$ cat src/design/cdre_pkg.sv
`default_nettype none

package cdre_pkg;

   // Field widths of the date and register items.
   localparam int DAY_W     = 5;
   localparam int MONTH_W   = 4;
   localparam int YEAR_W    = 14;
   localparam int DAY_BCD_W = 6;
   localparam int WDAY_W    = 3;
   localparam int CM_W      = 8;
   localparam int YBCD_W    = 8;

   // Internal widths: year split into century and year within century.
   localparam int YHI_W   = 8;   // full_year / 100, at most 163
   localparam int YLO_W   = 7;   // full_year % 100
   localparam int J_W     = 8;   // century term, at most 167
   localparam int MTERM_W = 6;   // floor(13(m+1)/5), at most 41
   localparam int SUM_W   = 11;  // weekday sum before mod 7, at most 1071

   // Division by 100 as a multiply by a reciprocal; exact for all 14-bit years.
   localparam int DIV100_MUL   = 5243;
   localparam int DIV100_SHIFT = 19;
   localparam int PROD_W       = YEAR_W + 13;

   localparam int CENTURY_YEAR = 2000;
   localparam int GREG_OFFSET  = 4;  // 400-year shift, seen as centuries
   localparam int JAN_FEB_LAST = 2;
   localparam int MONTH_WRAP   = 12;

   // Month term of Zeller's congruence, indexed by the adjusted month.
   localparam logic [MTERM_W-1:0] MONTH_TERM [16] = '{
      6'd2,  6'd5,  6'd7,  6'd10, 6'd13, 6'd15, 6'd18, 6'd20,
      6'd23, 6'd26, 6'd28, 6'd31, 6'd33, 6'd36, 6'd39, 6'd41
   };

   typedef struct packed {
      logic [DAY_W-1:0]     day;
      logic [MONTH_W-1:0]   month;
      logic [YEAR_W-1:0]    year;
      logic [YHI_W-1:0]     yhi;
      logic [DAY_BCD_W-1:0] day_bcd;
      logic [CM_W-1:0]      cm_byte;
   } s1_type;

   typedef struct packed {
      logic [DAY_W-1:0]     day;
      logic [MTERM_W-1:0]   mterm;
      logic [YLO_W-1:0]     k;
      logic [J_W-1:0]       j;
      logic [YLO_W-1:0]     ylo;
      logic [DAY_BCD_W-1:0] day_bcd;
      logic [CM_W-1:0]      cm_byte;
   } s2_type;

   typedef struct packed {
      logic [SUM_W-1:0]     sum;
      logic [DAY_BCD_W-1:0] day_bcd;
      logic [CM_W-1:0]      cm_byte;
      logic [YBCD_W-1:0]    year_bcd;
   } s3_type;

   typedef struct packed {
      logic [DAY_BCD_W-1:0] day_bcd;
      logic [WDAY_W-1:0]    weekday_code;
      logic [CM_W-1:0]      century_month_byte;
      logic [YBCD_W-1:0]    year_bcd;
   } rsp_type;

   // Two BCD digits of a value below 100, found with nine parallel compares.
   function automatic logic [7:0] bcd2(input logic [6:0] v);
      logic [3:0] tens;
      logic [6:0] base;
      tens = 4'd0;
      for (int t = 1; t < 10; t++) begin
         if (v >= 7'(10 * t)) begin
            tens = 4'(t);
         end
      end
      base = 7'({3'd0, tens} * 7'd10);
      return {tens, 4'(v - base)};
   endfunction

   // Remainder by 7: since 8 is 1 mod 7, octal digits are summed and folded.
   function automatic logic [2:0] mod7(input logic [SUM_W-1:0] v);
      logic [4:0] f1;
      logic [3:0] f2;
      f1 = 5'(v[2:0]) + 5'(v[5:3]) + 5'(v[8:6]) + 5'(v[10:9]);
      f2 = 4'(f1[2:0]) + 4'(f1[4:3]);
      return (f2 >= 4'd7) ? 3'(f2 - 4'd7) : f2[2:0];
   endfunction

endpackage

`default_nettype wire

$ cat src/design/cdre_req_if.sv
`default_nettype none

// Date channel: one calendar date per item.
interface cdre_req_if import cdre_pkg::*; ();
   logic               valid;
   logic               ready;
   logic [DAY_W-1:0]   day_of_month;
   logic [MONTH_W-1:0] month_number;
   logic [YEAR_W-1:0]  full_year;

   modport source (output valid, output day_of_month, output month_number,
                   output full_year, input ready);
   modport sink (input valid, input day_of_month, input month_number,
                 input full_year, output ready);
endinterface

`default_nettype wire

$ cat src/design/cdre_rsp_if.sv
`default_nettype none

// Register channel: day, weekday, century-month and year fields of the clock-chip date registers.
interface cdre_rsp_if import cdre_pkg::*; ();
   logic                 valid;
   logic                 ready;
   logic [DAY_BCD_W-1:0] day_bcd;
   logic [WDAY_W-1:0]    weekday_code;
   logic [CM_W-1:0]      century_month_byte;
   logic [YBCD_W-1:0]    year_bcd;

   modport source (output valid, output day_bcd, output weekday_code,
                   output century_month_byte, output year_bcd, input ready);
   modport sink (input valid, input day_bcd, input weekday_code,
                 input century_month_byte, input year_bcd, output ready);
endinterface

`default_nettype wire

$ cat src/design/calendar_date_register_encoder.sv
`default_nettype none

// Channel    Direction  Carries
// req_chan   in         day_of_month, month_number, full_year
// rsp_chan   out        day_bcd, weekday_code, century_month_byte, year_bcd
//
// Four register stages in order: split, terms, sum, weekday.
// One date is taken in every cycle while the result side keeps up.
// Each stage holds its item until the next stage frees, so a stall on the
// result side backs up stage by stage without dropping or repeating an item.
// Synchronous reset empties all stages.

module calendar_date_register_encoder import cdre_pkg::*; (
   input wire logic  clock,
   input wire logic  reset,
   cdre_req_if.sink   req_chan,
   cdre_rsp_if.source rsp_chan
);

   logic    s1_valid, s1_ready;
   logic    s2_valid, s2_ready;
   logic    s3_valid, s3_ready;
   s1_type  s1_data;
   s2_type  s2_data;
   s3_type  s3_data;
   rsp_type rsp_data;

   cdre_split u_split (
      .clock     (clock),
      .reset     (reset),
      .in_valid  (req_chan.valid),
      .in_ready  (req_chan.ready),
      .in_day    (req_chan.day_of_month),
      .in_month  (req_chan.month_number),
      .in_year   (req_chan.full_year),
      .out_valid (s1_valid),
      .out_ready (s1_ready),
      .out_data  (s1_data)
   );

   cdre_terms u_terms (
      .clock     (clock),
      .reset     (reset),
      .in_valid  (s1_valid),
      .in_ready  (s1_ready),
      .in_data   (s1_data),
      .out_valid (s2_valid),
      .out_ready (s2_ready),
      .out_data  (s2_data)
   );

   cdre_sum u_sum (
      .clock     (clock),
      .reset     (reset),
      .in_valid  (s2_valid),
      .in_ready  (s2_ready),
      .in_data   (s2_data),
      .out_valid (s3_valid),
      .out_ready (s3_ready),
      .out_data  (s3_data)
   );

   cdre_weekday u_weekday (
      .clock     (clock),
      .reset     (reset),
      .in_valid  (s3_valid),
      .in_ready  (s3_ready),
      .in_data   (s3_data),
      .out_valid (rsp_chan.valid),
      .out_ready (rsp_chan.ready),
      .out_data  (rsp_data)
   );

   // Result fields from the output register.
   assign rsp_chan.day_bcd            = rsp_data.day_bcd;
   assign rsp_chan.weekday_code       = rsp_data.weekday_code;
   assign rsp_chan.century_month_byte = rsp_data.century_month_byte;
   assign rsp_chan.year_bcd           = rsp_data.year_bcd;

endmodule

`default_nettype wire

$ cat src/design/cdre_split.sv
`default_nettype none

// Stage 1: century quotient of the year, day and month BCD, century flag.
module cdre_split import cdre_pkg::*; (
   input  wire logic               clock,
   input  wire logic               reset,
   input  wire logic               in_valid,
   output      logic               in_ready,
   input  wire logic [DAY_W-1:0]   in_day,
   input  wire logic [MONTH_W-1:0] in_month,
   input  wire logic [YEAR_W-1:0]  in_year,
   output      logic               out_valid,
   input  wire logic               out_ready,
   output      s1_type             out_data
);

   logic         valid_ff;
   s1_type       data_ff;
   s1_type       data_in;
   logic [PROD_W-1:0] prod;
   logic [7:0]   day_digits;
   logic [7:0]   month_digits;

   // The stage takes a new item when empty or when its item moves on.
   assign in_ready  = !valid_ff || out_ready;
   assign out_valid = valid_ff;
   assign out_data  = data_ff;

   // Year over 100 by reciprocal multiply; small fields go to BCD here.
   always_comb begin
      prod         = PROD_W'(in_year) * PROD_W'(DIV100_MUL);
      day_digits   = bcd2(7'(in_day));
      month_digits = bcd2(7'(in_month));
      data_in.day     = in_day;
      data_in.month   = in_month;
      data_in.year    = in_year;
      data_in.yhi     = prod[DIV100_SHIFT +: YHI_W];
      data_in.day_bcd = day_digits[DAY_BCD_W-1:0];
      data_in.cm_byte = {(in_year >= YEAR_W'(CENTURY_YEAR)), month_digits[CM_W-2:0]};
   end

   always_ff @(posedge clock) begin
      if (reset) begin
         valid_ff <= 1'b0;
      end else if (in_ready) begin
         valid_ff <= in_valid;
      end
   end

   always_ff @(posedge clock) begin
      if (in_ready && in_valid) begin
         data_ff <= data_in;
      end
   end

endmodule

`default_nettype wire

$ cat src/design/cdre_terms.sv
`default_nettype none

// Stage 2: year within century, Zeller's K and J, and the month term.
module cdre_terms import cdre_pkg::*; (
   input  wire logic   clock,
   input  wire logic   reset,
   input  wire logic   in_valid,
   output      logic   in_ready,
   input  wire s1_type in_data,
   output      logic   out_valid,
   input  wire logic   out_ready,
   output      s2_type out_data
);

   logic              valid_ff;
   s2_type            data_ff;
   s2_type            data_in;
   logic [YEAR_W-1:0] hundreds;
   logic [YLO_W-1:0]  ylo;
   logic              jan_feb;
   logic [MONTH_W-1:0] month_adj;

   assign in_ready  = !valid_ff || out_ready;
   assign out_valid = valid_ff;
   assign out_data  = data_ff;

   // January, February and month zero count as months 13, 14 and 12 of the year before.
   // The year is shifted by 400, so the year before never goes negative.
   always_comb begin
      hundreds  = YEAR_W'(in_data.yhi) * YEAR_W'(100);
      ylo       = YLO_W'(in_data.year - hundreds);
      jan_feb   = (in_data.month <= MONTH_W'(JAN_FEB_LAST));
      month_adj = jan_feb ? MONTH_W'(in_data.month + MONTH_W'(MONTH_WRAP))
                          : in_data.month;
      data_in.day     = in_data.day;
      data_in.mterm   = MONTH_TERM[month_adj];
      data_in.ylo     = ylo;
      data_in.day_bcd = in_data.day_bcd;
      data_in.cm_byte = in_data.cm_byte;
      if (jan_feb && (ylo == '0)) begin
         data_in.k = YLO_W'(99);
         data_in.j = J_W'(in_data.yhi + J_W'(GREG_OFFSET - 1));
      end else if (jan_feb) begin
         data_in.k = ylo - YLO_W'(1);
         data_in.j = J_W'(in_data.yhi + J_W'(GREG_OFFSET));
      end else begin
         data_in.k = ylo;
         data_in.j = J_W'(in_data.yhi + J_W'(GREG_OFFSET));
      end
   end

   always_ff @(posedge clock) begin
      if (reset) begin
         valid_ff <= 1'b0;
      end else if (in_ready) begin
         valid_ff <= in_valid;
      end
   end

   always_ff @(posedge clock) begin
      if (in_ready && in_valid) begin
         data_ff <= data_in;
      end
   end

endmodule

`default_nettype wire

$ cat src/design/cdre_sum.sv
`default_nettype none

// Stage 3: the congruence sum and the year BCD.
module cdre_sum import cdre_pkg::*; (
   input  wire logic   clock,
   input  wire logic   reset,
   input  wire logic   in_valid,
   output      logic   in_ready,
   input  wire s2_type in_data,
   output      logic   out_valid,
   input  wire logic   out_ready,
   output      s3_type out_data
);

   logic   valid_ff;
   s3_type data_ff;
   s3_type data_in;

   assign in_ready  = !valid_ff || out_ready;
   assign out_valid = valid_ff;
   assign out_data  = data_ff;

   // q + month term + K + K/4 + J/4 + 5J, the non-negative form.
   always_comb begin
      data_in.sum = SUM_W'(in_data.day) + SUM_W'(in_data.mterm)
                  + SUM_W'(in_data.k) + SUM_W'(in_data.k >> 2)
                  + SUM_W'(in_data.j >> 2) + (SUM_W'(in_data.j) << 2)
                  + SUM_W'(in_data.j);
      data_in.day_bcd  = in_data.day_bcd;
      data_in.cm_byte  = in_data.cm_byte;
      data_in.year_bcd = bcd2(in_data.ylo);
   end

   always_ff @(posedge clock) begin
      if (reset) begin
         valid_ff <= 1'b0;
      end else if (in_ready) begin
         valid_ff <= in_valid;
      end
   end

   always_ff @(posedge clock) begin
      if (in_ready && in_valid) begin
         data_ff <= data_in;
      end
   end

endmodule

`default_nettype wire

$ cat src/design/cdre_weekday.sv
`default_nettype none

// Stage 4: remainder by 7, recoded to Sunday first; this is the output register.
module cdre_weekday import cdre_pkg::*; (
   input  wire logic    clock,
   input  wire logic    reset,
   input  wire logic    in_valid,
   output      logic    in_ready,
   input  wire s3_type  in_data,
   output      logic    out_valid,
   input  wire logic    out_ready,
   output      rsp_type out_data
);

   logic        valid_ff;
   rsp_type     data_ff;
   rsp_type     data_in;
   logic [2:0]  h;

   assign in_ready  = !valid_ff || out_ready;
   assign out_valid = valid_ff;
   assign out_data  = data_ff;

   // Zeller gives Saturday as zero; moving back one day puts Sunday at zero.
   always_comb begin
      h = mod7(in_data.sum);
      data_in.weekday_code       = (h == 3'd0) ? 3'd6 : h - 3'd1;
      data_in.day_bcd            = in_data.day_bcd;
      data_in.century_month_byte = in_data.cm_byte;
      data_in.year_bcd           = in_data.year_bcd;
   end

   always_ff @(posedge clock) begin
      if (reset) begin
         valid_ff <= 1'b0;
      end else if (in_ready) begin
         valid_ff <= in_valid;
      end
   end

   always_ff @(posedge clock) begin
      if (in_ready && in_valid) begin
         data_ff <= data_in;
      end
   end

endmodule

`default_nettype wire

$ cat src/flat_wrapper.sv
// flat-port wrapper written by rule: the top's interface ports become plain ports
module calendar_date_register_encoder_flat import cdre_pkg::*;
  (clock, reset, req_chan_valid, req_chan_day_of_month, req_chan_month_number, req_chan_full_year, req_chan_ready, rsp_chan_valid, rsp_chan_day_bcd, rsp_chan_weekday_code, rsp_chan_century_month_byte, rsp_chan_year_bcd, rsp_chan_ready);
  cdre_req_if req_chan_i ();
  cdre_rsp_if rsp_chan_i ();
  input wire logic clock;
  input wire logic reset;
  input wire logic [$bits(req_chan_i.valid)-1:0] req_chan_valid;
  input wire logic [$bits(req_chan_i.day_of_month)-1:0] req_chan_day_of_month;
  input wire logic [$bits(req_chan_i.month_number)-1:0] req_chan_month_number;
  input wire logic [$bits(req_chan_i.full_year)-1:0] req_chan_full_year;
  output wire logic [$bits(req_chan_i.ready)-1:0] req_chan_ready;
  output wire logic [$bits(rsp_chan_i.valid)-1:0] rsp_chan_valid;
  output wire logic [$bits(rsp_chan_i.day_bcd)-1:0] rsp_chan_day_bcd;
  output wire logic [$bits(rsp_chan_i.weekday_code)-1:0] rsp_chan_weekday_code;
  output wire logic [$bits(rsp_chan_i.century_month_byte)-1:0] rsp_chan_century_month_byte;
  output wire logic [$bits(rsp_chan_i.year_bcd)-1:0] rsp_chan_year_bcd;
  input wire logic [$bits(rsp_chan_i.ready)-1:0] rsp_chan_ready;
  assign req_chan_i.valid = req_chan_valid;
  assign req_chan_i.day_of_month = req_chan_day_of_month;
  assign req_chan_i.month_number = req_chan_month_number;
  assign req_chan_i.full_year = req_chan_full_year;
  assign req_chan_ready = req_chan_i.ready;
  assign rsp_chan_valid = rsp_chan_i.valid;
  assign rsp_chan_day_bcd = rsp_chan_i.day_bcd;
  assign rsp_chan_weekday_code = rsp_chan_i.weekday_code;
  assign rsp_chan_century_month_byte = rsp_chan_i.century_month_byte;
  assign rsp_chan_year_bcd = rsp_chan_i.year_bcd;
  assign rsp_chan_i.ready = rsp_chan_ready;
  calendar_date_register_encoder u_core (.clock(clock), .reset(reset), .req_chan(req_chan_i), .rsp_chan(rsp_chan_i));
endmodule
$ cat config.mk
export PLATFORM = sky130hd
export DESIGN_NAME = calendar_date_register_encoder_flat
export DESIGN_NICKNAME = d
export VERILOG_FILES = /design/src/design/cdre_pkg.sv /design/src/design/cdre_req_if.sv /design/src/design/cdre_rsp_if.sv /design/src/design/calendar_date_register_encoder.sv /design/src/design/cdre_split.sv /design/src/design/cdre_terms.sv /design/src/design/cdre_sum.sv /design/src/design/cdre_weekday.sv /design/src/flat_wrapper.sv
export SDC_FILE = /design/constraint.sdc
export NUM_CORES = 1
export LEC_CHECK = 0
export BUFFER_PORTS_ARGS = -buffer_cell sky130_fd_sc_hd__buf_2
export CORE_MARGIN = 5
export CORE_UTILIZATION = 35
export DETAILED_ROUTE_END_ITERATION = 6
export PLACE_DENSITY = 0.51
export SYNTH_ARGS = -nofsm -noshare
export SYNTH_HDL_FRONTEND = slang
export SYNTH_SLANG_ARGS = --single-unit
$ cat constraint.sdc
create_clock -name clock -period 15.65 [get_ports clock]
set_input_delay 3.13 -clock clock [delete_from_list [all_inputs] [get_ports clock]]
set_output_delay 3.13 -clock clock [all_outputs]
set_load 0.02 [all_outputs]
# [Word-level counts from Yosys, hierarchy flattened]
# Memories as Yosys holds them, arrays and structs flattened. A register that Yosys moved wholly into a read port is not among the register bits.
# Cells that the tools add are included.
[classes] n_addsub=20 multipliers=5 order_cmp=20 mux=21 bitwise_logic=1 n_reduce_logical=15
[ops] operator="4-bit 2-to-1 mux" n=12
[ops] operator="14-bit by 13-bit multiplier with 27-bit output, second input constant" n=1
[ops] operator="5-bit by 7-bit >= comparator with 1-bit output, second input constant" n=3
[ops] operator="7-bit by 6-bit >= comparator with 1-bit output, second input constant" n=3
[ops] operator="7-bit >= comparator, second input constant" n=3
[ops] operator="15-bit 2-to-1 mux" n=1
[ops] operator="14-bit by 11-bit >= comparator with 1-bit output, second input constant" n=1
[ops] operator="7-bit by 5-bit >= comparator with 1-bit output, second input constant" n=2
[ops] operator="4-bit by 3-bit multiplier with 3-bit output, second input constant" n=3
[ops] operator="4-bit subtractor" n=3
[ops] operator="10-bit by 10-bit adder with 11-bit output" n=1
[ops] operator="11-bit by 8-bit adder with 11-bit output" n=1
[ops] operator="9-bit by 6-bit adder with 10-bit output" n=1
[ops] operator="5-bit >= comparator, second input constant" n=2
[ops] operator="8-bit by 5-bit adder with 9-bit output" n=1
[ops] operator="7-bit by 7-bit adder with 8-bit output" n=1
[ops] operator="8-bit by 2-bit adder with 8-bit output, second input constant" n=1
[ops] operator="8-bit by 3-bit adder with 8-bit output, second input constant" n=1
[ops] operator="8-bit by 5-bit multiplier with 5-bit output, second input constant" n=1
[ops] operator="8-bit 2-to-1 mux" n=1
[ops] operator="5-bit by 6-bit adder with 7-bit output" n=1
[ops] operator="4-bit by 7-bit >= comparator with 1-bit output, second input constant" n=1
[ops] operator="7-bit by 4-bit >= comparator with 1-bit output, second input constant" n=1
[ops] operator="7-bit zero test" n=1
[ops] operator="other kinds (21)" n=35
[totals] ff_bits=141 mem_bits_ro=96 in_bits=27 output_inout_bits=27 wordCells=107 memories=1
[memory_table] name="(no name shown)" depth=16 word_bits=6 rd=1 rd_clocked_by_memory_dff=1 wr=0 line="cdre_terms.sv:36" source="data_in.mterm = MONTH_TERM[month_adj];"

# [Logic depth before layout (Yosys ltp)]
# Gate-level depths: netlist (run 1).
[depth] depth_word=12 depth_mapped=17

# [Cells and area by module]
# From an unflattened synthesis (run 1), not the netlist that was laid out.
[unflattened] cells_unflattened=887 hier_area_um2=11101.9
[modules_own_cells] mod="cdre_split" n_inst=1 cells_each=423 area_per_inst_um2=4928.5 seq_area_each_um2=1251.2
[modules_own_cells] mod="cdre_sum" n_inst=1 cells_each=194 area_per_inst_um2=2453.6 seq_area_each_um2=1011.0
[modules_own_cells] mod="cdre_terms" n_inst=1 cells_each=166 area_per_inst_um2=2349.8 seq_area_each_um2=1431.4
[modules_own_cells] mod="cdre_weekday" n_inst=1 cells_each=104 area_per_inst_um2=1370.1 seq_area_each_um2=770.7

# [Least setup slack after synthesis (run 1)]
# Ideal clock, no wire load.
[synth_path] path_type="input to register" from="in req_chan_full_year[5]" to="reg u_core.u_split.data_ff (netlist bit u_core.u_split.out_data[16]), data pin" setup_ns=0.262 arrival_time_ns=6.901 slack_ns=8.488 cell_stages=16 n_path_buf=0 cell_sequence="inv_1 > fa_1 > inv_1 > ha_1 > fa_1 > inv_1 > fa_1 > fa_1 > inv_1 > ha_1 > o21a_1 > o2111ai_1 > o211ai_1 > and4_1 > a211oi_1 > xnor2_1"
[synth_lines] element="start: declaration" line="flat_wrapper.sv:11" source="input wire logic [$bits(req_chan_i.full_year)-1:0] req_chan_full_year;"
[synth_lines] element="end signal: assignment" line="cdre_split.sv:52" source="data_ff <= data_in;"
[synth_lines] element="end: declaration" line="cdre_split.sv:18" source="s1_type data_ff;"

# [Worst setup path in the final report (run 1)]
[layout_path] from="in rsp_chan_ready" to="out req_chan_ready"
[layout_between] elab_chain_len=4
[layout_lines] element="start: declaration" line="flat_wrapper.sv:18" source="input wire logic [$bits(rsp_chan_i.ready)-1:0] rsp_chan_ready;"
[layout_lines] element="1-bit logical OR" line="cdre_weekday.sv:20" source="assign in_ready = !valid_ff || out_ready;"
[layout_lines] element="1-bit logical OR" line="cdre_sum.sv:19" source="assign in_ready = !valid_ff || out_ready;"
[layout_lines] element="1-bit logical OR" line="cdre_terms.sv:23" source="assign in_ready = !valid_ff || out_ready;"
[layout_lines] element="1-bit logical OR" line="cdre_split.sv:25" source="assign in_ready = !valid_ff || out_ready;"
[layout_lines] element="end: declaration" line="flat_wrapper.sv:12" source="output wire logic [$bits(req_chan_i.ready)-1:0] req_chan_ready;"
# No other way between the ends.

==> results.cfg, run 1 <==
[outcome]
status = finished, final reports clean

[worst_setup_path]
r2r_start = u_core.u_sum.out_data[23]
cp.arrival_ps = 4320
endpoint_kind = output pin
rr_worst_depth = 17
path_class = in -> out
rrSetupSlack_ps = 11010
crit_required_ps = 12520
cp_max_fo = 5
start_kind = input port
r2r_end = u_core.u_weekday.out_data[16]

[sta]
period_needed_ps = 7448
hold_ws_ps = 412.6
hold_viol_final = 0
rsz0062_at_grt = false
setup_violations = 0
drv_slew = 0
setup_slack_ps = 8202
timing.fmax_ghz = 0.1343
slew_headroom_pct = 30.89
max_slew.worst_pin.slew_ps = 1034
finalCritPeriodShare_pct = 47.59
tns_ps = 0
fin_worst_skew_ps = 13.33

[synth]
syn_avg_cell_area_um2 = 12.47
synth.distinct_cells = 60
synthCells = 824
ys_seq_area_share_pct = 39.36
synth-seq-cells = 136
ys.flop_type = edfxtp_1
yosysWarnings = 0
synthesis.area_mm2 = 0.01027
synth_edf_count = 132
async_flop_share_pct = 0

[place]
dp_worst_setup_slack_ps = 8024
dp_hpwl_mm = 15.15
io_buffers = 51
gp_congestion = 0.8024

[clock_tree]
insertion_delay_ps = 420
clock-root-buffer = clkbuf_16
ctsResizeCount = 0
postCtsSetupRepairBufs = 0
cts_tree = done
cts_max_path_buffers = 2
cts_sinks = 136
htree_levels = 4
cts_hold_buffers = 0
path_clk_slew_ps = 70
cts_buffers = 17

[global_route]
grt_pass1_wl_mm = 31.30
track_usage_pct = 11.93
gr-total-overflow = 0
grt_antenna_before_repair = 0
grt_pass1_vias = 6077
grt_max_degree = 45

[min_path]
hold_end = u_core.u_weekday.out_data[22]
min_path_type = reg -> reg
hp-start = u_core.u_sum.out_data[19]
holdPathStages = 0

[route]
drt_wl_total_mm = 18.51
viasPerCell = 4.503
firstDrtPassIters = 5
dr.first_iter.drc_count = 179
antenna_left = 0
wl_per_cell_um = 14.35
post-route-drc-count = 0
vias = 5809

[layout]
multi_input_area_mm2 = 0.005555
seqCellArea_mm2 = 0.004044
n_fill_cell = 2830
final_util_pct = 40.31
fin_nets = 1172
synthToLayoutAreaGrowth_pct = 13.24
diodes = 0
drive_gt1_share_pct = 11.15

[floorplanning]
core_area_mm2 = 0.02886
die_w_um = 181.3
fp.dieArea_mm2 = 0.03288
row_count = 62
fp.dieH_um = 181.3
io_pins = 54
start_util_pct = 35.60

[flow_run]
drv_cap = 0
==> cell usage in the layout (no fill, tap or decap), drive strengths merged, types with 9 or more instances in the layout <==
cell type | netlist | layout
o21ai | 24 | 24
xnor2 | 31 | 31
fa | 99 | 99
edfxtp | 132 | 132
nor2 | 30 | 30
xor2 | 9 | 9
clkbuf | 1 | 17
nand2 | 29 | 29
ha | 153 | 153
nor2b | 13 | 13
a21oi | 25 | 25
inv | 180 | 190
buf | 4 | 54
==> flip-flops by register name, indices dropped and copies added (netlist names) <==
signal and flops:
u_core.u_split.out_valid 1, u_core.u_terms.out_valid 1, u_core.u_weekday.out_data 23, u_core.u_sum.out_data 31
u_core.u_split.out_data 34, u_core.u_weekday.out_valid 1, u_core.u_sum.out_valid 1, u_core.u_terms.out_data 44
==> worst max-delay path, cell delays in order <==
cell and delay, ps:
buf_2 100, nor2b_1 410, and3_1 400, nand2_1 110, buf_2 170
==> worst max-delay path by stage <==
stage                                       end                   from  cells past startpoint
finish                           req_chan_ready         rsp_chan_ready                      5
detailed placement  u_core.u_split.out_data[16]  req_chan_full_year[4]                     17
CTS                              req_chan_ready         rsp_chan_ready                      5
global placement    u_core.u_split.out_data[16]  req_chan_full_year[4]                     17
floorplan           u_core.u_split.out_data[16]  req_chan_full_year[5]                     16
global route                     req_chan_ready         rsp_chan_ready                      5
==> Yosys cell counts (2+ instances only) <==
cell / n / area [µm²]
nor2_2: 2 / 12.51
fa_1: 99 / 1982
edfxtp_1: 132 / 3964
a31oi_1: 3 / 18.77
xnor2_1: 30 / 262.8
o21bai_1: 2 / 15.01
nor3_1: 3 / 15.01
a41oi_1: 2 / 17.52
nor2_1: 28 / 105.1
xor2_1: 9 / 78.83
o21ai_1: 2 / 10.01
nand2_1: 29 / 108.9
a21o_1: 8 / 60.06
nand4_1: 5 / 31.28
o211ai_1: 4 / 30.03
o21ai_0: 20 / 100.1
buf_4: 2 / 15.01
o21a_1: 7 / 52.55
mux2i_1: 5 / 50.05
and4_1: 3 / 26.28
nor2b_1: 13 / 81.33
and3_1: 6 / 37.54
nor3b_1: 3 / 22.52
nand3_1: 6 / 30.03
dfxtp_1: 4 / 80.08
nand2b_1: 2 / 12.51
o2111ai_1: 3 / 26.28
a21oi_1: 25 / 125.1
inv_1: 180 / 675.7
a21boi_0: 4 / 30.03
ha_1: 153 / 1914
a211oi_1: 2 / 15.01
==> logic make-up (layout without fill, tap and decap cells) <==
logic type | Yosys count | after routing | synth area share [%]
adders and majority gates | 253 | 253 | 38.02
xor gates and xnor gates | 40 | 40 | 3.483
buffers and inverters | 185 | 266 | 6.917
and+or+nand+nor | 107 | 107 | 5.274
AOI/OAI and AO/OA | 95 | 95 | 6.090
other | 1 | 2 | 0.03650
muxes | 7 | 7 | 0.8160
DFF | 136 | 136 | 39.36
==> per-layer routing <==
metal	track usage, %	up-vias	share of wire, %
li1	-	2906	-
met1	15.41	2795	45
met5	0	-	0
met4	3.873	0	1.9
met2	20.35	79	50
met3	2.172	29	3.1
==> final cells by class <==
type / count / share of cell area (%)
multi-input cells: 504 / 47.75
clock buffers: 17 / 3.657
repair buffers: 54 / 2.388
well taps: 384 / 4.130
clock inverters: 15 / 1.506
flip-flops and latches: 136 / 34.76
inverters: 180 / 5.808
==> metrics by stage <==
stage | cells | instance area (µm²)
final | 1290 | 11630
after global routing | 1290 | 11630
after CTS | 1290 | 11630
after detailed placement | 1258 | 11030
after global placement | 1258 | 11030
after floorplan | 825 | 10280
Power of run 1 is left out: the tool's default activity adds up to more than one toggle a clock period on the data nets, which glitch-free logic cannot reach.
==> run 2: changes to the inputs <==
--- a/config.mk
+++ b/config.mk
@@ -9,7 +9,7 @@
 export CORE_MARGIN = 5
 export CORE_UTILIZATION = 35
 export DETAILED_ROUTE_END_ITERATION = 6
-export PLACE_DENSITY = 0.51
+export PLACE_DENSITY = 0.52
 export SYNTH_ARGS = -nofsm -noshare
 export SYNTH_HDL_FRONTEND = slang
 export SYNTH_SLANG_ARGS = --single-unit
==> constraint.sdc (replaced) <==
create_clock -name clock -period 6.2 [get_ports clock]
set_input_delay 1.24 -clock clock [delete_from_list [all_inputs] [get_ports clock]]
set_output_delay 1.24 -clock clock [all_outputs]
set_load 0.02 [all_outputs]
==> results.cfg, run 2 (synthesized netlist as in run 1, its figures left out) <==
[clock_tree]
postCtsSetupRepairBufs = 0
insertion_delay_ps = 420
cts_tree = done
cts_max_path_buffers = 2
cts_hold_buffers = 0
clock-root-buffer = clkbuf_16
htree_levels = 4
cts_sinks = 136
cts_buffers = 17
ctsResizeCount = 0
path_clk_slew_ps = 70

[worst_setup_path]
endpoint_kind = flip-flop
cp.arrival_ps = 5500
worst_path_max_delay_cell = fa_1
start_kind = input port
rrSetupSlack_ps = 1600
crit_path_max_incr_delay_ps = 540
crit_required_ps = 6360
crit_chain = buf_2 -> inv_1 -> fa_1 -> inv_1 -> ha_1 -> fa_1 -> inv_1 -> fa_1 -> fa_1 -> inv_1 -> ha_1 -> o21a_1 -> o2111ai_1 -> o211ai_1 -> and4_1 -> a211oi_1 -> xnor2_1
cp_max_fo = 7
path_class = in -> reg

[global_route]
grt_max_degree = 45
track_usage_pct = 12.05
grt_antenna_before_repair = 0
grt_pass1_vias = 6177
gr-total-overflow = 0
grt_pass1_wl_mm = 31.58

[floorplanning]
fp.dieH_um = 181.3
die_w_um = 181.3
row_count = 62
core_area_mm2 = 0.02886
io_pins = 54
start_util_pct = 35.60
fp.dieArea_mm2 = 0.03288

[sta]
finalCritPeriodShare_pct = 86.18
max_slew.worst_pin.slew_ps = 1050
hold_viol_final = 0
fin_worst_skew_ps = 13.58
setup_violations = 0
tns_ps = 0
timing.fmax_ghz = 0.1872
slew_headroom_pct = 29.84
period_needed_ps = 5343
hold_ws_ps = 411.5
rsz0062_at_grt = false
drv_slew = 0

[layout]
largest_register_ffs = 44
seqCellArea_mm2 = 0.004044
drive_gt1_share_pct = 11.15
n_fill_cell = 2746
diodes = 0
fin_nets = 1172
final_util_pct = 40.41
synthToLayoutAreaGrowth_pct = 13.51
multi_input_area_mm2 = 0.005555
final_common_cell = inv_1
mostFrequentLayoutCells = inv_1 (180), ha_1 (153), edfxtp_1 (132)

[route]
antenna_left = 0
vias = 5708
firstDrtPassIters = 4
viasPerCell = 4.425
wl_per_cell_um = 14.34
post-route-drc-count = 0
drt_wl_total_mm = 18.50
dr.first_iter.drc_count = 194

[place]
gp_congestion = 0.8333
dp_hpwl_mm = 15.15
io_buffers = 51

[flow_run]
drv_cap = 0

[outcome]
status = finished, final reports clean

[min_path]
min_path_type = reg -> reg
-- run 2: cell count changes in the layout (fill, tap and decap cells not counted), sizes merged --
| cell | before | now |
|---|---|---|
| bufinv | 1 | 2 |
| clkinv | 4 | 3 |
| clkinvlp | 0 | 1 |
| inv | 190 | 189 |
-- run 2: cell type report --
class	instances	share of cell area (%)
Clock buffer	17	3.648
Inverter	180	5.794
Clock inverter	15	1.738
Sequential cell	136	34.68
Timing Repair Buffer	54	2.382
Tap cell	384	4.120
Multi-Input combinational cell	504	47.64
-- run 2: metrics by stage --
| stage | setup WS (ps) | instance area [µm²] | cells |
|---|---|---|---|
| after floorplan | 927.9 | 10280 | 825 |
| after detailed placement | 450.3 | 11030 | 1258 |
| after global routing | 490.0 | 11660 | 1290 |
| final | 856.8 | 11660 | 1290 |
| after CTS | 870.5 | 11660 | 1290 |
| after global placement | 535.3 | 11030 | 1258 |
-- run 2: final timing paths --
check                                                endpoint  cells past startpoint                       from
worst max-delay path              u_core.u_split.out_data[16]                     17      req_chan_full_year[4]
worst min-delay path             u_core.u_weekday.out_data[4]                      0   u_core.u_sum.out_data[4]
worst max register to register  u_core.u_weekday.out_data[16]                     16  u_core.u_sum.out_data[26]
worst min register to register   u_core.u_weekday.out_data[4]                      0   u_core.u_sum.out_data[4]
-- run 2: worst max-delay path: cells and delay by family --
kind            cells  cell delay [ps]
compound gates      4              850
xor+xnor            1              100
fa+ha+maj           6             2600
buf+inv             5              460
simple gates        1              240
-- run 2: metal layers --
metal  up-vias  GRT usage, %  part of all wire, %
met5         -             0                    0
met4         0         3.392                  1.8
met3        22         2.353                  2.3
met2        66         21.32                   51
met1      2719         15.02                   45
li1       2901             -                    -
Power of run 2 is left out for the same reason.
==> run 3: changes to the inputs <==
--- a/config.mk
+++ b/config.mk
@@ -7,9 +7,9 @@
 export LEC_CHECK = 0
 export BUFFER_PORTS_ARGS = -buffer_cell sky130_fd_sc_hd__buf_2
 export CORE_MARGIN = 5
-export CORE_UTILIZATION = 35
+export CORE_UTILIZATION = 57
 export DETAILED_ROUTE_END_ITERATION = 6
-export PLACE_DENSITY = 0.52
+export PLACE_DENSITY = 0.78
 export SYNTH_ARGS = -nofsm -noshare
 export SYNTH_HDL_FRONTEND = slang
 export SYNTH_SLANG_ARGS = --single-unit
==> results.cfg, run 3 (synthesized netlist as in run 1, its figures left out) <==
[outcome]
status = finished, final reports clean

[sta]
timing.fmax_ghz = 0.1864
period_needed_ps = 5366
fin_worst_skew_ps = 11.14
rsz0062_at_grt = false
setup_violations = 0
max_slew.worst_pin.slew_ps = 1048
setup_slack_ps = 834.3
tns_ps = 0
drv_slew = 0
finalCritPeriodShare_pct = 86.54
slew_headroom_pct = 29.96
hold_viol_final = 0

[layout]
n_fill_cell = 1333
diodes = 0
drive_gt1_share_pct = 10.94
synthToLayoutAreaGrowth_pct = 11.25
final_common_cell = inv_1
fin_nets = 1172
mostFrequentLayoutCells = inv_1 (180), ha_1 (153), edfxtp_1 (132)
final_area_mm2 = 0.01143
largest_register_ffs = 44

[clock_tree]
path_clk_slew_ps = 60
htree_levels = 4
cts_tree = done
ctsResizeCount = 0
insertion_delay_ps = 420
postCtsSetupRepairBufs = 0
cts_max_path_buffers = 2
cts_hold_buffers = 0
cts_sinks = 136
cts_buffers = 17
clock-root-buffer = clkbuf_16

[worst_setup_path]
cp_num_buf_inv = 5
cp_max_fo = 7
cp_top_family = adder cells
worst_path_max_delay_cell = fa_1
crit_required_ps = 6360
cp.arrival_ps = 5520
crit_chain = buf_2 -> inv_1 -> fa_1 -> inv_1 -> ha_1 -> fa_1 -> inv_1 -> fa_1 -> fa_1 -> inv_1 -> ha_1 -> o21a_1 -> o2111ai_1 -> o211ai_1 -> and4_1 -> a211oi_1 -> xnor2_1
start_kind = input port
crit_path_max_incr_delay_ps = 560
path_class = in -> reg
endpoint_kind = flip-flop

[route]
post-route-drc-count = 0
drt_wl_total_mm = 17.94
dr.first_iter.drc_count = 267
firstDrtPassIters = 4
vias = 5909
viasPerCell = 5.211
antenna_left = 0
wl_per_cell_um = 15.82

[global_route]
gr-total-overflow = 0
grt_pass1_vias = 6303
grt_antenna_before_repair = 0
grt_pass1_wl_mm = 29.89
grt_max_degree = 45
track_usage_pct = 18.63

[place]
dp_hpwl_mm = 14.71
io_buffers = 51
gp_congestion = 0.8963
dp_worst_setup_slack_ps = 423.9
place_area_mm2 = 0.01084

[floorplanning]
fp.dieArea_mm2 = 0.02081
die_w_um = 144.3
core_area_mm2 = 0.01784
start_util_pct = 57.58
fp.dieH_um = 144.3
io_pins = 54
row_count = 49

[min_path]
min_path_type = reg -> reg

[flow_run]
drv_cap = 0
## run 3: cell count changes in the layout (fill, tap and decap cells not counted), sizes merged
cell	change
clkinv	+1
inv	-3
clkinvlp	+1
## run 3: worst paths after layout
path / to / slack (ps) / startpoint / cells past startpoint
min reg2reg: u_core.u_terms.out_data[13] / 420 / u_core.u_split.out_data[13] / 0
max reg2reg: u_core.u_weekday.out_data[16] / 1590 / u_core.u_sum.out_data[26] / 17
min: u_core.u_terms.out_data[13] / 420 / u_core.u_split.out_data[13] / 0
max: u_core.u_split.out_data[16] / 830 / req_chan_full_year[4] / 17
## run 3: final cells by class
| cell class | instances | area, µm² | area share [%] |
|---|---|---|---|
| clock buffers | 17 | 425.4 | 3.722 |
| multi-input cells | 504 | 5555 | 48.60 |
| clock inverters | 14 | 165.2 | 1.445 |
| flip-flops and latches | 136 | 4044 | 35.38 |
| inverters | 180 | 675.6 | 5.911 |
| well taps | 229 | 286.5 | 2.507 |
| repair buffers | 54 | 277.8 | 2.430 |
## run 3: layer usage
layer / wire length [µm] / GRT usage [%] / up-vias
met1: 7218 / 21.59 / 2891
met3: 469 / 3.274 / 24
met4: 337 / 5.596 / 0
met5: 0 / 0 / -
met2: 9919 / 35.13 / 95
li1: - / - / 2899
## run 3: through the flow
step / util (%) / hold WS, ps / instances
floorplan: - / 400.3 / 825
global placement: 60.75 / 400.6 / 1103
detailed placement: 60.75 / 404.5 / 1103
CTS: 64.06 / 418.9 / 1134
global route: 64.06 / 421.1 / 1134
finish: 64.06 / 418.2 / 1134
## run 3: worst register-to-register path, cell delays in order, from the launching register on
cell and delay (ps):
edfxtp_1 380, inv_1 90, fa_1 440, fa_1 510
inv_1 40, ha_1 210, fa_1 370, xor2_1 170
ha_1 230, fa_1 480, ha_1 250, nor2b_1 140
o21ai_0 150, o21ai_0 200, xnor2_1 280, ha_1 210
nand2_1 60, and2_1 160
Power of run 3 is left out for the same reason.
